`src/sv/cnb_pkg.sv`:
```
// ============================================================================
// cnb_pkg: shared constants for the constant-novelty Bloom block
// Hash constants, filter geometry, register indexes and the hash fold helpers.
// ============================================================================
`default_nettype none

package cnb_pkg;

   // default sizes, handed to the top level as parameter defaults
   localparam int NUM_SYSCALLS_DEF = 1024;
   localparam int NUM_ARMS_DEF     = 4;

   // hash multipliers
   localparam logic [63:0] HASH_MULT_A = 64'h9e37_79b9_7f4a_7c15;
   localparam logic [63:0] HASH_MULT_B = 64'hbf58_476d_1ce4_e5b9;

   // filter geometry: 1024 bits per syscall, stored as 16 words of 64 bits
   localparam int INDEX_W          = 10;
   localparam int BLOOM_W          = 64;
   localparam int WORD_SEL_W       = 4;
   localparam int BIT_SEL_W        = 6;
   localparam int WORDS_PER_FILTER = 16;

   localparam int TAG_W   = 32;
   localparam int COUNT_W = 16;
   localparam int ARM_CNT_W = 64;

   // configuration port
   localparam int CSR_IDX_W  = 4;
   localparam int CSR_DATA_W = 32;
   localparam logic [CSR_IDX_W-1:0] CSR_DECAY_WINDOWS = 4'd0;
   localparam logic [CSR_IDX_W-1:0] CSR_MAX_RECORDS   = 4'd1;

   localparam logic [TAG_W-1:0]   DECAY_RESET   = 32'd8;
   localparam logic [COUNT_W-1:0] MAX_REC_RESET = 16'd256;
   localparam logic [COUNT_W-1:0] NOVEL_MAX     = 16'hFFFF;

   // operand worth hashing: at least 4 and not all-ones
   function automatic logic worth_tracking(input logic [63:0] v);
      return (v >= 64'd4) && (v != '1);
   endfunction

   // x ^= x >> 32, low 10 bits
   function automatic logic [INDEX_W-1:0] fold_a(input logic [63:0] p);
      return p[9:0] ^ p[41:32];
   endfunction

   // x ^= x >> 32; x ^= x >> 16, low 10 bits
   function automatic logic [INDEX_W-1:0] fold_b(input logic [63:0] p);
      return p[9:0] ^ p[41:32] ^ p[25:16] ^ p[57:48];
   endfunction

endpackage

`default_nettype wire

```
`src/sv/cnb_hash.sv`:
```
// ============================================================================
// cnb_hash: 64x64 multiply by a constant, low 64 bits of the product
// One 32x32 multiplier, three partial products.
// ============================================================================
`default_nettype none

module cnb_hash
   import cnb_pkg::*;
#(
   parameter logic [63:0] MULT = HASH_MULT_A
) (
   input  wire logic        clock,
   input  wire logic        reset,
   input  wire logic        start,
   input  wire logic [63:0] value,
   output logic             busy,
   output logic      [63:0] product
);

   logic        busy_ff, busy_in;
   logic [1:0]  step_ff, step_in;
   logic [63:0] value_ff, value_in;
   logic [63:0] prod_ff, prod_in;
   logic [63:0] acc_ff, acc_in;
   logic [31:0] mul_x, mul_y;

   // partial product select: lo*lo, hi*lo, lo*hi
   always_comb begin
      case (step_ff)
         2'd0: begin
            mul_x = value_ff[31:0];
            mul_y = MULT[31:0];
         end
         2'd1: begin
            mul_x = value_ff[63:32];
            mul_y = MULT[31:0];
         end
         default: begin
            mul_x = value_ff[31:0];
            mul_y = MULT[63:32];
         end
      endcase
   end

   // step sequencer and accumulate
   always_comb begin
      busy_in  = busy_ff;
      step_in  = step_ff;
      value_in = value_ff;
      prod_in  = prod_ff;
      acc_in   = acc_ff;
      if (start) begin
         busy_in  = 1'b1;
         step_in  = 2'd0;
         value_in = value;
      end else if (busy_ff) begin
         prod_in = 64'(mul_x) * 64'(mul_y);
         step_in = step_ff + 2'd1;
         case (step_ff)
            2'd0: ;
            2'd1: acc_in = prod_ff;
            2'd2: acc_in[63:32] = acc_ff[63:32] + prod_ff[31:0];
            default: begin
               acc_in[63:32] = acc_ff[63:32] + prod_ff[31:0];
               busy_in       = 1'b0;
            end
         endcase
      end
   end

   always_ff @(posedge clock) begin
      if (reset) begin
         busy_ff <= 1'b0;
         step_ff <= 2'd0;
      end else begin
         busy_ff <= busy_in;
         step_ff <= step_in;
      end
   end

   always_ff @(posedge clock) begin
      value_ff <= value_in;
      prod_ff  <= prod_in;
      acc_ff   <= acc_in;
   end

   assign busy    = busy_ff;
   assign product = acc_ff;

endmodule

`default_nettype wire

```
`config.mk`:
```
export PLATFORM = sky130hd
export DESIGN_NAME = cnb_hash
export DESIGN_NICKNAME = d
export VERILOG_FILES = /design/src/sv/cnb_pkg.sv /design/src/sv/cnb_hash.sv
export SDC_FILE = /design/constraint.sdc
export NUM_CORES = 2
export LEC_CHECK = 0
export BUFFER_PORTS_ARGS = -buffer_cell sky130_fd_sc_hd__clkbuf_2
export CORE_MARGIN = 2
export CORE_UTILIZATION = 40
export CTS_BUF_LIST = sky130_fd_sc_hd__clkbuf_4
export DETAILED_ROUTE_END_ITERATION = 16
export HOLD_SLACK_MARGIN = 0.1
export PLACE_DENSITY_LB_ADDON = 0.3
export SYNTH_ARGS = -nofsm -noshare
export SYNTH_HDL_FRONTEND = slang
export SYNTH_SLANG_ARGS = --single-unit
```
`constraint.sdc`:
```
create_clock -name clock -period 11 [get_ports clock]
set_clock_uncertainty 0.2 [all_clocks]
set_input_delay 1.1 -clock clock [delete_from_list [all_inputs] [get_ports clock]]
set_output_delay 1.1 -clock clock [all_outputs]
set_load 0.03 [all_outputs]
```
==> results by group <==
Critical path
  • CP Data Required Time: 11400 ps
  • Worst-path fanout max: 23
  • Worst Path Buf+Inv: 7
  • Arrival @ worst endpoint: 10070 ps
  • Critical-path top delay cell: mux2i_1
  • Crit start category: flip-flop
  • Most used cell, CP: fa_1
  • WS Path Type: flip-flop to flip-flop
  • CP max stage delay: 660 ps
  • CP Capture Type: flip-flop
  • Cell family with most CP delay: adder cells

Final layout
  • Filler cells: 7883
  • Finished Layout Cells: 4485
  • Layout area overhead: 7.86%
  • NumNets Final: 4502
  • Design Area, Final: 35700 sq um
  • Share of layout cells above drive strength 1: 6.42%

Timing
  • Setup TNS: 0 ps
  • Final setup violation count: 0
  • Slew HR: 27.9%
  • Clock period minus final worst setup slack: 9660 ps
  • Slew Limit Fails: 0
  • RSZ-0062 raised after global routing: no
  • Final hold violations: 0
  • Tcrit/Tclk final: 87.8%
  • Slew @ Worst Pin: 1080 ps
  • Fmax: 104 MHz

Synth
  • Register area share after synthesis: 17.6%
  • Mapped Cells: 3264
  • Ys flop type: edfxtp_1
  • Synth warnings: 0
  • FFs w/ async S/R, synth: 0%
  • Synth Area per Inst: 10.2 sq um
  • Post-synth EDFFs: 192
  • Cell variety after synth: 66
  • #FFs+latches synth: 195
  • Post-Syn Area: 33100 sq um

Clock network
  • Resized cells post-CTS: 0
  • Clk root buf: clkbuf_4
  • Worst-path clk slew: 200 ps
  • CTS Buffer Depth: 2
  • Post-CTS Setup Inserts: 0
  • CTS Sinks: 195
  • Level count of the clock H-tree: 4
  • Clock latency on the worst-skew pair: 880 ps
  • TritonCTS clock tree: done
  • Number of CTS-inserted buffers: 17

GRT
  • M1 GR Usage: 32.2%
  • Initial antenna violation count: 2
  • Largest net degree at the start of global routing: 69
  • GRT met3 Usage: 3.03%
  • GRT Residual Overflow: 0
  • First-pass GRT wire length: 145000 microns
  • GRT Overall Usage: 23.1%
  • GR Util met2: 37.7%
  • Top Usage Layer GRT: met2
  • Number of global-route vias before repair: 23717

Detailed routing
  • Initial drt markers: 1825
  • Drt first pass iters: 5
  • Post-route ant nets: 0
  • Routed vias: 22706
  • Drt drc: 0
  • Post-DR wirelength/cell: 21.4 microns
  • Final wirelength: 96200 microns
  • Drt via density: 5.06

Place
  • GP Congestion: 0.982
  • Placement Cell Area: 35100 sq um
  • Placed wire-length estimate: 84600 microns
  • Post-placement cell count: 4416
  • Port bufs: 131

Die
  • Die span in x: 292 microns
  • DIE HEIGHT: 292 microns
  • IO Pins: 132
  • Core ar.: 82100 sq um
  • DIE AREA: 85200 sq um
  • Initial Util: 40.4%
  • Rows: 105

Run status
  • Outcome: finished, final reports clean

Run
  • Max Cap Viol: 0

Worst hold path
  • Worst min path class: primary input to flip-flop
repair_timing:
item                       CTS  global route
hold endpoints to repair    31             0
setup endpoints to repair    0             0
hold buffers                31             0
metal layers:
layer | up-vias | share of wire, % | routed length [microns]
met2 | 758 | 48 | 45900
met4 | 0 | 2.7 | 2580
met3 | 111 | 5.3 | 5120
met1 | 11423 | 44 | 42600
li1 | 10414 | - | -
met5 | - | 0 | 0
cell type report:
| class | instances | area [sq um] | share of cell area, % |
|---|---|---|---|
| sequential | 195 | 5830 | 16.3 |
| clock buffer | 17 | 128 | 0.357 |
| inverter | 889 | 3340 | 9.34 |
| tap | 1070 | 1340 | 3.75 |
| timing repair buffer | 182 | 1120 | 3.13 |
| clock inverter | 15 | 221 | 0.620 |
| multi-input combinational | 2111 | 23800 | 66.5 |
| antenna | 6 | 15.0 | 0.0420 |
cells in the mapped netlist, drive strengths merged, types with 3 or more instances:
library cell  count  share of area [%]
nand4            24               0.45
edfxtp          192                 17
a21oi           113                1.7
xnor2           119                3.1
o31ai             4              0.091
nand2           194                2.2
nor2b            12               0.23
mux2             17               0.58
clkinv            3              0.034
a311oi            3              0.079
a211o             3              0.079
nor2            124                1.4
ha              460                 17
fa              579                 35
a21boi            7               0.16
and4              3              0.079
a31oi            13               0.25
inv             886                 10
and2              8               0.15
a21o             70                1.6
o21ai           102                1.5
a22oi             3              0.068
nor3             24               0.36
xor2             44                1.2
maj3              5               0.15
dfxtp             3               0.18
nand2b           12               0.23
or2               6               0.11
clkbuf           89                1.0
and3             17               0.32
a221oi            4               0.14
o21bai           22               0.50
nand3            21               0.32
a211oi            9               0.22
o21a             11               0.25
mux2i            19               0.57
buf              11               0.12
worst paths after layout:
check              startpoint            to  slack, ps  depth (start not counted)
hold / removal      value[37]  value_ff[37]        210                          1
hold reg to reg   prod_ff[13]   product[13]        290                          0
setup reg to reg   step_ff[0]   prod_ff[60]       1340                         29
setup / recovery   step_ff[0]   prod_ff[60]       1340                         29
cells by family (layout without fill, tap and decap cells):
group	Yosys count	in the layout	synth area share, %
AO/OA/AOI/OAI	385	385	7.26
XOR/XNOR	163	163	4.31
adder cells (fa/ha/maj)	1044	1044	52.5
buffers and inverters	989	1103	11.2
flip-flops	195	195	17.6
multiplexers	36	36	1.15
other	2	39	0.0227
AND/OR/NAND/NOR	450	450	5.97
stage by stage:
step                      hold WS, ps  utilization, %  setup WS [ps]
after detailed placement          252            42.7           1380
final                             209            43.5           1340
after global placement            254            42.7           1410
after global routing              146            43.5            679
after floorplan                   231               -           1960
after CTS                         100            43.5           1310
cell usage in the layout (no fill, tap or decap), types with 17 or more instances in the layout:
| cell | instances |
|---|---|
| edfxtp_1 | 192 |
| clkbuf_4 | 17 |
| mux2i_1 | 17 |
| nand4_1 | 24 |
| mux2_2 | 17 |
| inv_1 | 884 |
| o21ai_1 | 23 |
| clkbuf_2 | 130 |
| nor2_1 | 123 |
| buf_4 | 21 |
| xnor2_1 | 119 |
| ha_1 | 459 |
| fa_1 | 579 |
| nand3_1 | 21 |
| o21bai_1 | 22 |
| a21oi_1 | 112 |
| dlygate4sd3_1 | 31 |
| nand2_1 | 194 |
| a21o_1 | 70 |
| and3_1 | 17 |
| nor3_1 | 24 |
| conb_1 | 33 |
| o21ai_0 | 79 |
| xor2_1 | 44 |
sequential cells by signal, summed over array words and instances (netlist names):
| name | count |
|---|---|
| step_ff | 2 |
| product | 64 |
| busy | 1 |
| prod_ff | 64 |
| value_ff | 64 |
Power is not shown: default switching activity piles up to over one toggle a cycle in this logic, so the estimate is an artifact.
